File: src/design/assert_macros.svh
// Assertion macros used by the RGBE scanline decoder top level.
`ifndef ASSERT_MACROS_SVH
`define ASSERT_MACROS_SVH

`ifndef SYNTH
// Check that an expression holds at every clock edge outside reset.
`define RGBE_ASSERT(lbl, clk, rst, prop, msg) \
   lbl: assert property (@(posedge clk) disable iff (rst) (prop)) else $error(msg);
// Check that the consequent follows when the antecedent holds.
`define RGBE_ASSERT_IMPL(lbl, clk, rst, ante, cons, msg) \
   lbl: assert property (@(posedge clk) disable iff (rst) (ante) |-> (cons)) else $error(msg);
`else
`define RGBE_ASSERT(lbl, clk, rst, prop, msg)
`define RGBE_ASSERT_IMPL(lbl, clk, rst, ante, cons, msg)
`endif

`endif

File: src/design/rgbe_pkg.sv
// Shared constants and types of the RGBE scanline decoder.
package rgbe_pkg;

   // Default size limits
   localparam int unsigned MAX_WIDTH_DEF = 4096;
   localparam int unsigned MAX_ROWS_DEF  = 2048;

   // Register widths
   localparam int unsigned WIDTH_REG_W = 13;
   localparam int unsigned ROWS_REG_W  = 12;

   // Register indexes
   localparam logic CSR_ROW_WIDTH  = 1'b0;
   localparam logic CSR_IMAGE_ROWS = 1'b1;

   // Status codes
   localparam logic [2:0] ST_OK               = 3'd0;
   localparam logic [2:0] ST_WIDTH_MISMATCH   = 3'd1;
   localparam logic [2:0] ST_RUN_OVERFLOW     = 3'd3;
   localparam logic [2:0] ST_ZERO_LITERAL     = 3'd4;
   localparam logic [2:0] ST_LITERAL_OVERFLOW = 3'd5;

   // Channel codes
   localparam logic [1:0] CH_EXP = 2'd3;

   // Coding constants
   localparam logic [7:0] RUN_BIAS       = 8'd128;
   localparam logic [7:0] NEW_STYLE_MARK = 8'd2;

   // Results caused by one byte; a flat head expands to four spans
   typedef struct packed {
      logic       multi;
      logic [2:0] status;
      logic [1:0] channel;
      logic [10:0] row;
      logic [11:0] start_x;
      logic [6:0] len;
      logic [7:0] value;
      logic       is_run;
      logic       row_done;
      logic       image_done;
      logic [7:0] head0;
      logic [7:0] head1;
      logic [7:0] head2;
   } rsp_bundle_type;

endpackage

File: src/design/rgbe_rle_scanline_decoder.sv
// Radiance RGBE run-length scanline decoder, top level with result queue.
// The result bundle of an accepted byte is registered into the queue before its first span is offered.
// Throughput: one byte per cycle while the queue tail is free; a flat row head expands into four result spans.
// The decoder state updates in the accept cycle; a two-entry bundle queue buffers results.
// Reset is synchronous and active high: both registers return to 1, head expected.
`include "assert_macros.svh"

module rgbe_rle_scanline_decoder #(
   parameter int unsigned MAX_WIDTH = rgbe_pkg::MAX_WIDTH_DEF,
   parameter int unsigned MAX_ROWS  = rgbe_pkg::MAX_ROWS_DEF
) (
   input  logic                          clock,
   input  logic                          reset,
   input  logic                          csr_wr_en,
   input  logic                          csr_index,
   input  logic [rgbe_pkg::WIDTH_REG_W-1:0] csr_wr_data,
   input  logic                          req_valid,
   output logic                          req_stall,
   input  logic [7:0]                    req_data_byte,
   output logic                          rsp_valid,
   input  logic                          rsp_stall,
   output logic [2:0]                    rsp_status,
   output logic [1:0]                    rsp_channel,
   output logic [10:0]                   rsp_row_index,
   output logic [11:0]                   rsp_start_x,
   output logic [6:0]                    rsp_span_length,
   output logic [7:0]                    rsp_byte_value,
   output logic                          rsp_is_run,
   output logic                          rsp_row_done,
   output logic                          rsp_image_done,
   output logic                          rsp_last
);

   logic [rgbe_pkg::WIDTH_REG_W-1:0] width_ff;
   logic [rgbe_pkg::ROWS_REG_W-1:0]  rows_ff;

   rgbe_pkg::rsp_bundle_type new_bnd, head_ff, head_in, tail_ff, tail_in;
   logic       head_vld_ff, head_vld_in, tail_vld_ff, tail_vld_in;
   logic [1:0] sub_ff, sub_in;
   logic       accept, push, last_sub, pop, step;

   // Write configuration registers
   always_ff @(posedge clock) begin
      if (reset) begin
         width_ff <= rgbe_pkg::WIDTH_REG_W'(1);
         rows_ff  <= rgbe_pkg::ROWS_REG_W'(1);
      end else if (csr_wr_en) begin
         unique case (csr_index)
            rgbe_pkg::CSR_ROW_WIDTH:  width_ff <= csr_wr_data;
            rgbe_pkg::CSR_IMAGE_ROWS: rows_ff  <= csr_wr_data[rgbe_pkg::ROWS_REG_W-1:0];
            default: begin
            end
         endcase
      end
   end

   assign req_stall = tail_vld_ff;
   assign accept    = req_valid && !req_stall;

   rgbe_dec #(
      .MAX_WIDTH (MAX_WIDTH),
      .MAX_ROWS  (MAX_ROWS)
   ) u_dec (
      .clock      (clock),
      .reset      (reset),
      .accept     (accept),
      .data_byte  (req_data_byte),
      .row_width  (width_ff),
      .image_rows (rows_ff),
      .push       (push),
      .bundle     (new_bnd)
   );

   // Expand the head bundle into result transactions
   assign last_sub = !head_ff.multi || (sub_ff == 2'd3);
   assign pop      = head_vld_ff && !rsp_stall && last_sub;
   assign step     = head_vld_ff && !rsp_stall && !last_sub;

   always_comb begin
      rsp_valid       = head_vld_ff;
      rsp_status      = head_ff.status;
      rsp_channel     = head_ff.channel;
      rsp_row_index   = head_ff.row;
      rsp_start_x     = head_ff.start_x;
      rsp_span_length = head_ff.len;
      rsp_byte_value  = head_ff.value;
      rsp_is_run      = head_ff.is_run;
      rsp_row_done    = head_ff.row_done;
      rsp_image_done  = head_ff.image_done;
      rsp_last        = last_sub;
      if (!last_sub) begin
         // leading flat head pixels come from the stored head bytes
         rsp_channel    = sub_ff;
         rsp_row_done   = 1'b0;
         rsp_image_done = 1'b0;
         unique case (sub_ff)
            2'd0:    rsp_byte_value = head_ff.head0;
            2'd1:    rsp_byte_value = head_ff.head1;
            default: rsp_byte_value = head_ff.head2;
         endcase
      end
   end

   // Advance the bundle queue
   always_comb begin
      head_in     = head_ff;
      head_vld_in = head_vld_ff;
      tail_in     = tail_ff;
      tail_vld_in = tail_vld_ff;
      sub_in      = step ? (sub_ff + 2'd1) : sub_ff;
      if (!head_vld_ff) begin
         head_in     = new_bnd;
         head_vld_in = push;
         sub_in      = 2'd0;
      end else if (pop) begin
         sub_in = 2'd0;
         if (tail_vld_ff) begin
            head_in     = tail_ff;
            tail_in     = new_bnd;
            tail_vld_in = push;
         end else begin
            head_in     = new_bnd;
            head_vld_in = push;
         end
      end else if (push) begin
         tail_in     = new_bnd;
         tail_vld_in = 1'b1;
      end
   end

   always_ff @(posedge clock) begin
      if (reset) begin
         head_vld_ff <= 1'b0;
         tail_vld_ff <= 1'b0;
         sub_ff      <= 2'd0;
      end else begin
         head_vld_ff <= head_vld_in;
         tail_vld_ff <= tail_vld_in;
         sub_ff      <= sub_in;
      end
   end

   always_ff @(posedge clock) begin
      head_ff <= head_in;
      tail_ff <= tail_in;
   end

   `RGBE_ASSERT(a_tail_needs_head, clock, reset, !(tail_vld_ff && !head_vld_ff), "tail entry without head entry")
   `RGBE_ASSERT_IMPL(a_error_ends_byte, clock, reset, rsp_valid && (rsp_status != rgbe_pkg::ST_OK), rsp_last && (rsp_span_length == 7'd0), "error result not last or nonzero length")
   `RGBE_ASSERT_IMPL(a_sub_advances, clock, reset, rsp_valid && !rsp_stall && !rsp_last, ##1 (rsp_valid && (sub_ff == $past(sub_ff) + 2'd1)), "flat head expansion skipped a span")

endmodule

File: src/design/rgbe_dec.sv
// Scanline decode state machine: row phase, channel, column and counters.
module rgbe_dec #(
   parameter int unsigned MAX_WIDTH = rgbe_pkg::MAX_WIDTH_DEF,
   parameter int unsigned MAX_ROWS  = rgbe_pkg::MAX_ROWS_DEF
) (
   input  logic                          clock,
   input  logic                          reset,
   input  logic                          accept,
   input  logic [7:0]                    data_byte,
   input  logic [rgbe_pkg::WIDTH_REG_W-1:0] row_width,
   input  logic [rgbe_pkg::ROWS_REG_W-1:0]  image_rows,
   output logic                          push,
   output rgbe_pkg::rsp_bundle_type      bundle
);

   localparam int unsigned RegWMax = (1 << rgbe_pkg::WIDTH_REG_W) - 1;
   localparam int unsigned RegRMax = (1 << rgbe_pkg::ROWS_REG_W) - 1;
   localparam int unsigned EffWMax = (MAX_WIDTH < RegWMax) ? MAX_WIDTH : RegWMax;
   localparam int unsigned EffRMax = (MAX_ROWS < RegRMax) ? MAX_ROWS : RegRMax;
   localparam int unsigned IdxW    = $clog2(4 * EffWMax);
   localparam logic [15:0] MaxW16  = 16'(EffWMax);
   localparam logic [15:0] MaxR16  = 16'(EffRMax);

   typedef enum logic [2:0] {
      PH_HEAD, PH_COUNT, PH_RUNVAL, PH_LIT, PH_FLAT, PH_DONE
   } phase_type;

   phase_type        phase_ff, phase_in;
   logic [7:0]       head_ff [3];
   logic [7:0]       head_in [3];
   logic [1:0]       ch_ff, ch_in;
   logic [12:0]      col_ff, col_in;
   logic [7:0]       pend_ff, pend_in;
   logic [11:0]      row_ff, row_in;
   logic [IdxW-1:0]  idx_ff, idx_in;
   logic             err_ff, err_in;

   logic [15:0] w_raw, w_clamp, r_raw, r_clamp;
   logic [12:0] w;
   logic [11:0] r;
   logic [12:0] rem;
   logic [11:0] row_inc;
   logic        last_row;
   logic [15:0] idx_next16;
   logic [15:0] four_w16;
   logic [14:0] scan_w;
   logic        new_style;
   logic        finish;
   logic        adv;
   logic        fail;
   logic [2:0]  fail_st;
   logic [12:0] col_new;
   logic [7:0]  pend_new;

   // Clamp the configured width and row count
   always_comb begin
      w_raw   = 16'(row_width);
      w_clamp = (w_raw == 16'd0) ? 16'd1 : w_raw;
      w_clamp = (w_clamp > MaxW16) ? MaxW16 : w_clamp;
      w       = w_clamp[12:0];
      r_raw   = 16'(image_rows);
      r_clamp = (r_raw == 16'd0) ? 16'd1 : r_raw;
      r_clamp = (r_clamp > MaxR16) ? MaxR16 : r_clamp;
      r       = r_clamp[11:0];
   end

   assign rem        = (col_ff < w) ? (w - col_ff) : 13'd0;
   assign row_inc    = row_ff + 12'd1;
   assign last_row   = (row_inc >= r);
   assign idx_next16 = 16'(idx_ff) + 16'd1;
   assign four_w16   = {1'b0, w, 2'b00};
   assign scan_w     = {head_ff[2][6:0], data_byte};
   assign new_style  = (head_ff[0] == rgbe_pkg::NEW_STYLE_MARK) &&
                       (head_ff[1] == rgbe_pkg::NEW_STYLE_MARK) &&
                       (head_ff[2] < rgbe_pkg::RUN_BIAS);

   // Decode one byte against the current state
   always_comb begin
      phase_in = phase_ff;
      head_in  = head_ff;
      ch_in    = ch_ff;
      col_in   = col_ff;
      pend_in  = pend_ff;
      row_in   = row_ff;
      idx_in   = idx_ff;
      err_in   = err_ff;
      finish   = 1'b0;
      adv      = 1'b0;
      fail     = 1'b0;
      fail_st  = rgbe_pkg::ST_OK;
      col_new  = col_ff;
      pend_new = pend_ff;
      push     = 1'b0;

      bundle.multi      = 1'b0;
      bundle.status     = rgbe_pkg::ST_OK;
      bundle.channel    = ch_ff;
      bundle.row        = row_ff[10:0];
      bundle.start_x    = col_ff[11:0];
      bundle.len        = 7'd0;
      bundle.value      = data_byte;
      bundle.is_run     = 1'b0;
      bundle.row_done   = 1'b0;
      bundle.image_done = 1'b0;
      bundle.head0      = head_ff[0];
      bundle.head1      = head_ff[1];
      bundle.head2      = head_ff[2];

      if (accept && !err_ff) begin
         unique case (phase_ff)
            PH_HEAD: begin
               if (idx_ff < IdxW'(3)) begin
                  // collect head bytes
                  head_in[idx_ff[1:0]] = data_byte;
                  idx_in = idx_ff + IdxW'(1);
               end else if (new_style) begin
                  if (scan_w != {2'b00, w}) begin
                     fail    = 1'b1;
                     fail_st = rgbe_pkg::ST_WIDTH_MISMATCH;
                  end else begin
                     phase_in = PH_COUNT;
                     ch_in    = 2'd0;
                     col_in   = 13'd0;
                     pend_in  = 8'd0;
                     idx_in   = '0;
                  end
               end else begin
                  // flat head: four single-pixel spans at column 0
                  push           = 1'b1;
                  bundle.multi   = 1'b1;
                  bundle.channel = rgbe_pkg::CH_EXP;
                  bundle.start_x = 12'd0;
                  bundle.len     = 7'd1;
                  phase_in       = PH_FLAT;
                  idx_in         = IdxW'(4);
                  if (w == 13'd1) begin
                     finish = 1'b1;
                  end
               end
            end
            PH_FLAT: begin
               push           = 1'b1;
               bundle.channel = idx_ff[1:0];
               bundle.start_x = 12'(idx_ff >> 2);
               bundle.len     = 7'd1;
               idx_in         = idx_ff + IdxW'(1);
               if (idx_next16 >= four_w16) begin
                  finish = 1'b1;
               end
            end
            PH_COUNT: begin
               if (data_byte > rgbe_pkg::RUN_BIAS) begin
                  pend_in  = data_byte - rgbe_pkg::RUN_BIAS;
                  phase_in = PH_RUNVAL;
               end else if (data_byte == 8'd0) begin
                  fail    = 1'b1;
                  fail_st = rgbe_pkg::ST_ZERO_LITERAL;
               end else if (13'(data_byte) > rem) begin
                  fail    = 1'b1;
                  fail_st = rgbe_pkg::ST_LITERAL_OVERFLOW;
               end else begin
                  pend_in  = data_byte;
                  phase_in = PH_LIT;
               end
            end
            PH_RUNVAL: begin
               if (13'(pend_ff) > rem) begin
                  fail    = 1'b1;
                  fail_st = rgbe_pkg::ST_RUN_OVERFLOW;
               end else begin
                  adv           = 1'b1;
                  col_new       = col_ff + 13'(pend_ff);
                  pend_new      = 8'd0;
                  bundle.len    = pend_ff[6:0];
                  bundle.is_run = 1'b1;
               end
            end
            PH_LIT: begin
               adv        = 1'b1;
               col_new    = col_ff + 13'd1;
               pend_new   = (pend_ff != 8'd0) ? (pend_ff - 8'd1) : 8'd0;
               bundle.len = 7'd1;
            end
            PH_DONE: begin
            end
            default: begin
            end
         endcase
      end

      // Advance after a run or literal span
      if (adv) begin
         push    = 1'b1;
         col_in  = col_new;
         pend_in = pend_new;
         if (col_new >= w) begin
            if (ch_ff == rgbe_pkg::CH_EXP) begin
               finish = 1'b1;
            end else begin
               ch_in    = ch_ff + 2'd1;
               col_in   = 13'd0;
               phase_in = PH_COUNT;
            end
         end else if (phase_ff != PH_LIT || pend_new == 8'd0) begin
            phase_in = PH_COUNT;
         end
      end

      // Close the row
      if (finish) begin
         bundle.row_done   = 1'b1;
         bundle.image_done = last_row;
         row_in   = row_inc;
         ch_in    = 2'd0;
         col_in   = 13'd0;
         pend_in  = 8'd0;
         idx_in   = '0;
         phase_in = last_row ? PH_DONE : PH_HEAD;
      end

      // Report an error and latch it
      if (fail) begin
         push          = 1'b1;
         err_in        = 1'b1;
         bundle.status = fail_st;
         bundle.len    = 7'd0;
         if (fail_st == rgbe_pkg::ST_WIDTH_MISMATCH) begin
            bundle.channel = 2'd0;
            bundle.start_x = 12'd0;
         end
      end
   end

   // Hold decode state
   always_ff @(posedge clock) begin
      if (reset) begin
         phase_ff <= PH_HEAD;
         head_ff  <= '{default: 8'd0};
         ch_ff    <= 2'd0;
         col_ff   <= 13'd0;
         pend_ff  <= 8'd0;
         row_ff   <= 12'd0;
         idx_ff   <= '0;
         err_ff   <= 1'b0;
      end else begin
         phase_ff <= phase_in;
         head_ff  <= head_in;
         ch_ff    <= ch_in;
         col_ff   <= col_in;
         pend_ff  <= pend_in;
         row_ff   <= row_in;
         idx_ff   <= idx_in;
         err_ff   <= err_in;
      end
   end

endmodule
File: config.mk
export PLATFORM = sky130hd
export DESIGN_NAME = rgbe_rle_scanline_decoder
export DESIGN_NICKNAME = d
export VERILOG_FILES = /design/src/design/rgbe_pkg.sv /design/src/design/rgbe_rle_scanline_decoder.sv /design/src/design/rgbe_dec.sv
export VERILOG_INCLUDE_DIRS = /design/src /design/src/design
export SDC_FILE = /design/constraint.sdc
export NUM_CORES = 1
export LEC_CHECK = 0
export BUFFER_PORTS_ARGS = -buffer_cell sky130_fd_sc_hd__buf_2
export CORE_ASPECT_RATIO = 0.7
export CORE_UTILIZATION = 57
export CTS_CLUSTER_SIZE = 25
export DETAILED_ROUTE_END_ITERATION = 12
export GPL_TIMING_DRIVEN = 0
export PLACE_DENSITY = 0.75
export SKIP_CTS_REPAIR_TIMING = 1
export SLEW_MARGIN = 15
export SYNTH_ARGS = -nofsm -noshare
export SYNTH_HDL_FRONTEND = slang
export SYNTH_SLANG_ARGS = --single-unit
File: constraint.sdc
create_clock -name clock -period 10.01 [get_ports clock]
set_input_delay 2.002 -clock clock [delete_from_list [all_inputs] [get_ports clock]]
set_output_delay 2.002 -clock clock [all_outputs]
set_load 0.005 [all_outputs]
Yosys cells after proc, flatten, opt, wreduce, memory -nomap -nowiden
Cells that the tools add are included.

Memory bits (writable): 0. Memory bits (read-only): 0. Output and inout bits: 49. Latch bits: 0. Memories: 0. Register bits after elaboration: 248.

Order comparisons: 13. Equality and inequality tests: 23. Multiply operators: 0. Shifts and indexed selects: 0. Divide/modulo/power cells: 0. $add $sub $neg: 10. Multiplexer cells: 130. Bitwise gates (word level): 3. Reductions and logical operators: 39.

Operators with widths (number): 71-bit 2-to-1 mux (6); 13-bit 2-to-1 mux (13); 8-bit 2-to-1 mux (13); 19-bit 2-to-1 mux (4); 3-bit 2-to-1 mux (19); 8-bit one-hot mux with 2 select lines (3); 14-bit 2-to-1 mux (3); 1-bit 2-to-1 mux (36); 12-bit 2-to-1 mux (3); 2-bit 2-to-1 mux (15); 14-bit one-hot mux with 2 select lines (1); 8-bit by 13-bit > comparator with 1-bit output (2); 13-bit one-hot mux with 2 select lines (1); 24-bit bitwise mux (1); 12-bit one-hot mux with 2 select lines (1); 7-bit one-hot mux with 3 select lines (1); 8-bit demux with 2-bit select (1); 8-bit by 2-bit equality test with 1-bit output, second input constant (2); 16-bit by 15-bit greater-or-equal comparator with 1-bit output (1); 16-bit by 12-bit > comparator with 1-bit output, second input constant (1); 16-bit by 13-bit > comparator with 1-bit output, second input constant (1); 8-bit zero test (2); 14-bit by 1-bit adder with 15-bit output, second input constant (1); 15-bit by 13-bit != test with 1-bit output (1); other kinds (53) (86).

Longest topological paths before layout
Word-level depth: 18. Mapped depth: 36. Depth with buffers taken out: 30.

By module
A second synthesis with hierarchy kept.

Cells, all modules: 1464. Area, all modules: 14498.9 um2.

By module, submodules not included: rgbe_dec (instances 1, cells an instance 1025, area an instance 7713.6 um2); rgbe_rle_scanline_decoder (instances 1, cells an instance 439, area an instance 6785.3 um2).

Worst setup path before layout
No wires, ideal clock.

Path type: flip-flop to flip-flop. From: reg width_ff[12] (netlist bit). To: reg tail_ff[0] (netlist bit), enable pin. Arrival: 7.801 ns. Clock period less this slack: 8.324 ns. Setup time: 0.523 ns. Cell stages (with the launch flop): 23. Required time: 9.487 ns. Path slack: 1.686 ns. Path through: dfxtp_1 -> buf_2 -> clkinv_1 -> clkbuf_1 -> nand2_1 -> inv_1 -> ha_1 -> a21oi_1 -> nor2b_1 -> a211o_1 -> a21oi_1 -> clkbuf_1 -> nand2_1 -> ha_1 -> nor2b_1 -> o21a_1 -> o21a_1 -> o21ai_0 -> a211o_1 -> maj3_1 -> nor3_2 -> nor3_1 -> a21oi_1.

Longest elaborated chain between the ends: 15. Elaborated cells between the ends (all ways): 26. Those cells by class: 1 x add/sub; 4 x order compare; 1 x eq/ne; 17 x mux; 3 x reduce/logical.

RTL lines: from (decl) (RTL line rgbe_rle_scanline_decoder.sv:34) `logic [rgbe_pkg::WIDTH_REG_W-1:0] width_ff;`; from (signal assigned) (RTL line rgbe_rle_scanline_decoder.sv:45) `width_ff <= rgbe_pkg::WIDTH_REG_W'(1);`; from (signal assigned) (RTL line rgbe_rle_scanline_decoder.sv:49) `rgbe_pkg::CSR_ROW_WIDTH: width_ff <= csr_wr_data;`; 13-bit zero test (RTL line rgbe_dec.sv:58) `w_clamp = (w_raw == 16'd0) ? 16'd1 : w_raw;`; 13-bit 2-to-1 mux (*) (RTL line rgbe_dec.sv:58); 16-bit by 13-bit > comparator with 1-bit output (RTL line rgbe_dec.sv:59) `w_clamp = (w_clamp > MaxW16) ? MaxW16 : w_clamp;`; 13-bit 2-to-1 mux (*) (RTL line rgbe_dec.sv:59); 13-bit subtractor or 13-bit < comparator (tied branches) (RTL line rgbe_dec.sv:67) `assign rem = (col_ff < w) ? (w - col_ff) : 13'd0;`; 13-bit 2-to-1 mux (RTL line rgbe_dec.sv:67); 8-bit by 13-bit > comparator with 1-bit output (RTL line rgbe_dec.sv:158) `end else if (13'(data_byte) > rem) begin`; 1-bit 2-to-1 mux (RTL line rgbe_dec.sv:158); 1-bit 2-to-1 mux (RTL line rgbe_dec.sv:155) `end else if (data_byte == 8'd0) begin`; 1-bit 2-to-1 mux (RTL line rgbe_dec.sv:152) `if (data_byte > rgbe_pkg::RUN_BIAS) begin`; 1-bit one-hot mux with 3 select lines (RTL line rgbe_dec.sv:110) `unique case (phase_ff)`; 1-bit 2-to-1 mux (RTL line rgbe_dec.sv:109) `if (accept && !err_ff) begin`; 1-bit 2-to-1 mux (*) (RTL line rgbe_dec.sv:222) `if (fail) begin`; 2-bit nonzero test (no source line) (*); 3-bit AND reduction (no source line) (*); to (signal assigned) (RTL line rgbe_rle_scanline_decoder.sv:145) `tail_ff <= tail_in;`; to (decl) (RTL line rgbe_rle_scanline_decoder.sv:37) `rgbe_pkg::rsp_bundle_type new_bnd, head_ff, head_in, tail_ff, tail_in;`.

Every way passes the cells marked *; elsewhere a longest branch is shown, timed or not. A chain may end at the register's enable or synchronous reset.

Worst setup path in the final report
From: reg width_ff[12] (netlist bit). To: reg u_dec.pend_ff[5].

Longest elaborated chain between the ends: 14. Elaborated cells between the ends (all ways): 41. Those cells by class: 1 x add/sub; 6 x order compare; 7 x eq/ne; 22 x mux; 5 x reduce/logical.

RTL lines: 13-bit zero test (RTL line rgbe_dec.sv:58); 13-bit 2-to-1 mux (*) (RTL line rgbe_dec.sv:58); 16-bit by 13-bit > comparator with 1-bit output (RTL line rgbe_dec.sv:59); 13-bit 2-to-1 mux (*) (RTL line rgbe_dec.sv:59); 13-bit subtractor, or another cell as far along (RTL line rgbe_dec.sv:67); 13-bit 2-to-1 mux or 1-bit 2-to-1 mux (tied branches) (RTL line rgbe_dec.sv:67, rgbe_dec.sv:136); 8-bit by 13-bit > comparator with 1-bit output or 1-bit 2-to-1 mux (tied branches) (RTL line rgbe_dec.sv:167, rgbe_dec.sv:116); 13-bit 2-to-1 mux or 1-bit 2-to-1 mux (tied branches) (RTL line rgbe_dec.sv:167, rgbe_dec.sv:112); 13-bit one-hot mux with 2 select lines or 1-bit one-hot mux with 2 select lines (tied branches) (RTL line rgbe_dec.sv:110); 13-bit 2-to-1 mux or 1-bit 2-to-1 mux (tied branches) (RTL line rgbe_dec.sv:109); 13-bit greater-or-equal comparator or 1-bit 2-to-1 mux (tied branches) (RTL line rgbe_dec.sv:196, rgbe_dec.sv:197); 1-bit 2-to-1 mux (RTL line rgbe_dec.sv:196) `if (col_new >= w) begin`; 1-bit 2-to-1 mux (RTL line rgbe_dec.sv:192) `if (adv) begin`; 2-bit OR reduction (no source line); to (signal assigned) (RTL line rgbe_dec.sv:250) `pend_ff <= pend_in;`; to (decl) (RTL line rgbe_dec.sv:33) `logic [7:0] pend_ff, pend_in;`.

Marks and branches as above.

==> results.tsv <==
stage	metric	value	unit
critical_path	rr_worst_depth	31	
sta	slew_headroom	0.114	
yosys	ys_seq_area_frac	0.445	
critical_path	cp-start-kind	flop	
routing	ant_nets	0	
critical_path	worstSetupEndpointType	flop	
min_path	hold_depth	2	
final_layout	seqCellArea	6390	um2
sta	tightest_slew	1320	ps
sta	fin_crit_sh	0.898	
clock_tree	htreeDepth	1	
sta	hold_violations	0	
global_routing	antenna_found_initial	0	
placement	dp_hpwl	31400	um
routing	route.detailed.drc	0	
final_layout	syn2layout_area_growth	12.3	%
routing	wire_per_inst	21.7	um
yosys	ys_ff_latch	248	
clock_tree	clock_sinks	248	
critical_path	cp_slowest_stage_delay	920	ps
power	ir_drop	0.121	mV
critical_path	cp.required	10460	ps
clock_tree	clk_latency	550	ps
floorplan	die_area	25800	um2
floorplan	die_h	135	um
final_layout	final_cells	1923	
job	cap_viol_max_count	0	
yosys	yosysUniqueCellTypes	87	
final_layout	multiInputGateArea	7230	um2
yosys	synthArstFlopShare	0	
yosys	syn-num-nets	1590	
final_layout	design_area	16100	um2
global_routing	gr-total-overflow	0	
power	p_switching	0.000627	W
critical_path	worstPathArrival	9440	ps
routing	drtIter0Drc	1384	
outcome	status	completed	
placement	port_buffers	75	
final_layout	n_fill_cell	1962	
min_path	min_to	rows_ff[11]$_SDFFE_PP0P_	
critical_path	reg2reg_from	width_ff[12]$_SDFFE_PP0P_	
placement	gp_congestion	1.04	
clock_tree	clock_path_buffers	3	
yosys	synth_edf_count	142	
floorplan	num_rows	48	
clock_tree	path_clk_slew	70	ps
floorplan	start_util	0.582	
clock_tree	cts_tree	built	
critical_path	crit_fanout	11	
critical_path	crit_top_cell	a21oi_1	
sta	finClkSkew	22.6	ps
power	p_leak	7.01	nW
sta	fmax	111	MHz
routing	routed_wl	41700	um
global_routing	grt_usage	0.322	
yosys	ys_warn_count	0	
power	switching_share	0.258	
yosys	synth_area	14400	um2
routing	drtPass1Iterations	5	
global_routing	grt_max_degree	46	
sta	slew_violations	0	
routing	vias	12000	
yosys	avgSynthCellArea	9.74	um2
final_layout	insertedDiodeCount	0	
placement	placed_cell_area	15300	um2
min_path	worstHoldStart	rows_ff[11]$_SDFFE_PP0P_	
yosys	synth_ff_type	edfxtp_1	
min_path	min_path_type	reg2reg	
placement	dp_cells	1877	
global_routing	first_global_vias	11000	
sta	min_period	8990	ps
global_routing	grt_pass1_wl	63200	um
critical_path	r2r_slack	1020	ps
routing	routed_via_density	6.25	
final_layout	fin_nets	1696	
floorplan	fp.dieW	192	um
sta	rsz0062_at_grt	no	
yosys	synth_cells	1473	
sta	setup_violations	0	
clock_tree	clockRootBuffer	clkbuf_16	
power	pwr-share-seq	0.466	
critical_path	cpMaxStageDelayCell	a31oi_1	
final_layout	drive_above_1_share	0.149	
floorplan	core	24700	um2
power	p_comb_frac	0.127	
clock_tree	cts_buffers	25	
critical_path	criticalPathCategory	reg2reg	
floorplan	num_io_pins	76	
power	cellInternalPower	0.00180	W
power	power_density	151	nW/um2
critical_path	r2r-end	u_dec.pend_ff[5]$_SDFFE_PP0P_	
power	p_clk_frac	0.407	
cells in the mapped netlist, drive strengths merged (33+ instances only):
| cell type | count | share of area |
|---|---|---|
| o21ai | 61 | 0.021 |
| mux2 | 46 | 0.036 |
| mux2i | 33 | 0.023 |
| ha | 88 | 0.077 |
| clkbuf | 53 | 0.014 |
| edfxtp | 142 | 0.30 |
| dfxtp | 106 | 0.15 |
| nor2 | 115 | 0.030 |
| a21oi | 109 | 0.038 |
| inv | 53 | 0.014 |
| nand2 | 169 | 0.044 |
| buf | 50 | 0.025 |
how the worst max path moves through the flow:
stage                              startpoint                       endpoint  slack, ps  cells after the start
floorplan           width_ff[12]$_SDFFE_PP0P_           tail_ff[0]$_DFFE_PP_       1690                     22
global placement    width_ff[12]$_SDFFE_PP0P_          tail_ff[57]$_DFFE_PP_      -1300                     22
detailed placement  width_ff[12]$_SDFFE_PP0P_  u_dec.pend_ff[5]$_SDFFE_PP0P_       1290                     31
CTS                 width_ff[12]$_SDFFE_PP0P_  u_dec.pend_ff[5]$_SDFFE_PP0P_       1300                     31
global route        width_ff[12]$_SDFFE_PP0P_  u_dec.pend_ff[5]$_SDFFE_PP0P_        570                     31
finish              width_ff[12]$_SDFFE_PP0P_  u_dec.pend_ff[5]$_SDFFE_PP0P_       1020                     31
flip-flops by register name (all words and copies together), names as in the netlist, 2 cells and up:
signal / flops
rsp_span_length: 7
rsp_status: 3
sub_ff: 2
u_dec.col_ff: 13
rsp_row_index: 11
u_dec.row_ff: 12
tail_ff: 71
rsp_start_x: 12
u_dec.pend_ff: 8
u_dec.ch_ff: 2
u_dec.bundle: 24
u_dec.phase_ff: 3
width_ff: 13
head_ff: 37
rows_ff: 12
u_dec.idx_ff: 14
layout make-up:
| class | count | area share |
|---|---|---|
| Timing Repair Buffer | 79 | 0.0296 |
| Clock inverter | 16 | 0.0127 |
| Inverter | 55 | 0.0128 |
| Multi-Input combinational cell | 1067 | 0.449 |
| Buffer | 103 | 0.0342 |
| Clock buffer | 30 | 0.0406 |
| Tap cell | 325 | 0.0252 |
| Sequential cell | 248 | 0.396 |
cell families (layout without fill, tap and decap cells):
| group | Yosys count | in the layout | synth area share |
|---|---|---|---|
| compound gates | 356 | 356 | 0.167 |
| xor+xnor | 45 | 45 | 0.0275 |
| fa+ha+maj | 91 | 91 | 0.0802 |
| buf+inv | 158 | 283 | 0.0528 |
| flops | 248 | 248 | 0.445 |
| mux | 79 | 79 | 0.0591 |
| simple gates | 496 | 496 | 0.169 |
power groups by stage:
stage | logic (W) | registers, W | clock network, W
floorplan | 0.000209 | 0.00114 | 0
global placement | 0.000288 | 0.00115 | 0
detailed placement | 0.000299 | 0.00115 | 0
CTS | 0.000301 | 0.00113 | 0.000993
global route | 0.000337 | 0.00113 | 0.00103
finish | 0.000309 | 0.00113 | 0.000987
metrics by stage:
stage	setup WS, ps	util	hold slack [ps]	setup TNS [ps]	power (W)
global route	573	0.653	486	0	0.00251
CTS	1300	0.653	473	0	0.00242
floorplan	1690	-	440	0	0.00135
finish	1020	0.653	473	0	0.00243
global placement	-1300	0.613	462	-92190	0.00144
detailed placement	1290	0.618	465	0	0.00145
cell usage in the layout (no fill, tap or decap), types with 26 or more instances in the layout:
cell	netlist	final
a21o_1	31	31
a21oi_1	108	107
buf_2	6	81
buf_4	34	34
clkbuf_1	53	57
dfxtp_1	106	106
edfxtp_1	142	142
ha_1	88	88
inv_1	53	53
mux2_2	46	46
mux2i_1	33	33
nand2_1	169	168
nand3_1	29	29
nor2_1	115	115
nor3_1	26	26
o21ai_0	55	55
xnor2_1	26	26
routing by layer:
layer / global-route usage / share of wire
met2: 0.426 / 0.39
met4: 0.0802 / 0.024
met3: 0.0949 / 0.13
met1: 0.504 / 0.46
met5: 0 / 0
critical path: cells and delay by family, from the launching register on:
family | cells | cell delay [ps]
fa+ha+maj | 3 | 990
flops | 1 | 360
compound gates | 16 | 4770
buf+inv | 7 | 1860
simple gates | 5 | 940
Note: power is estimated with default switching activity, not from simulation.
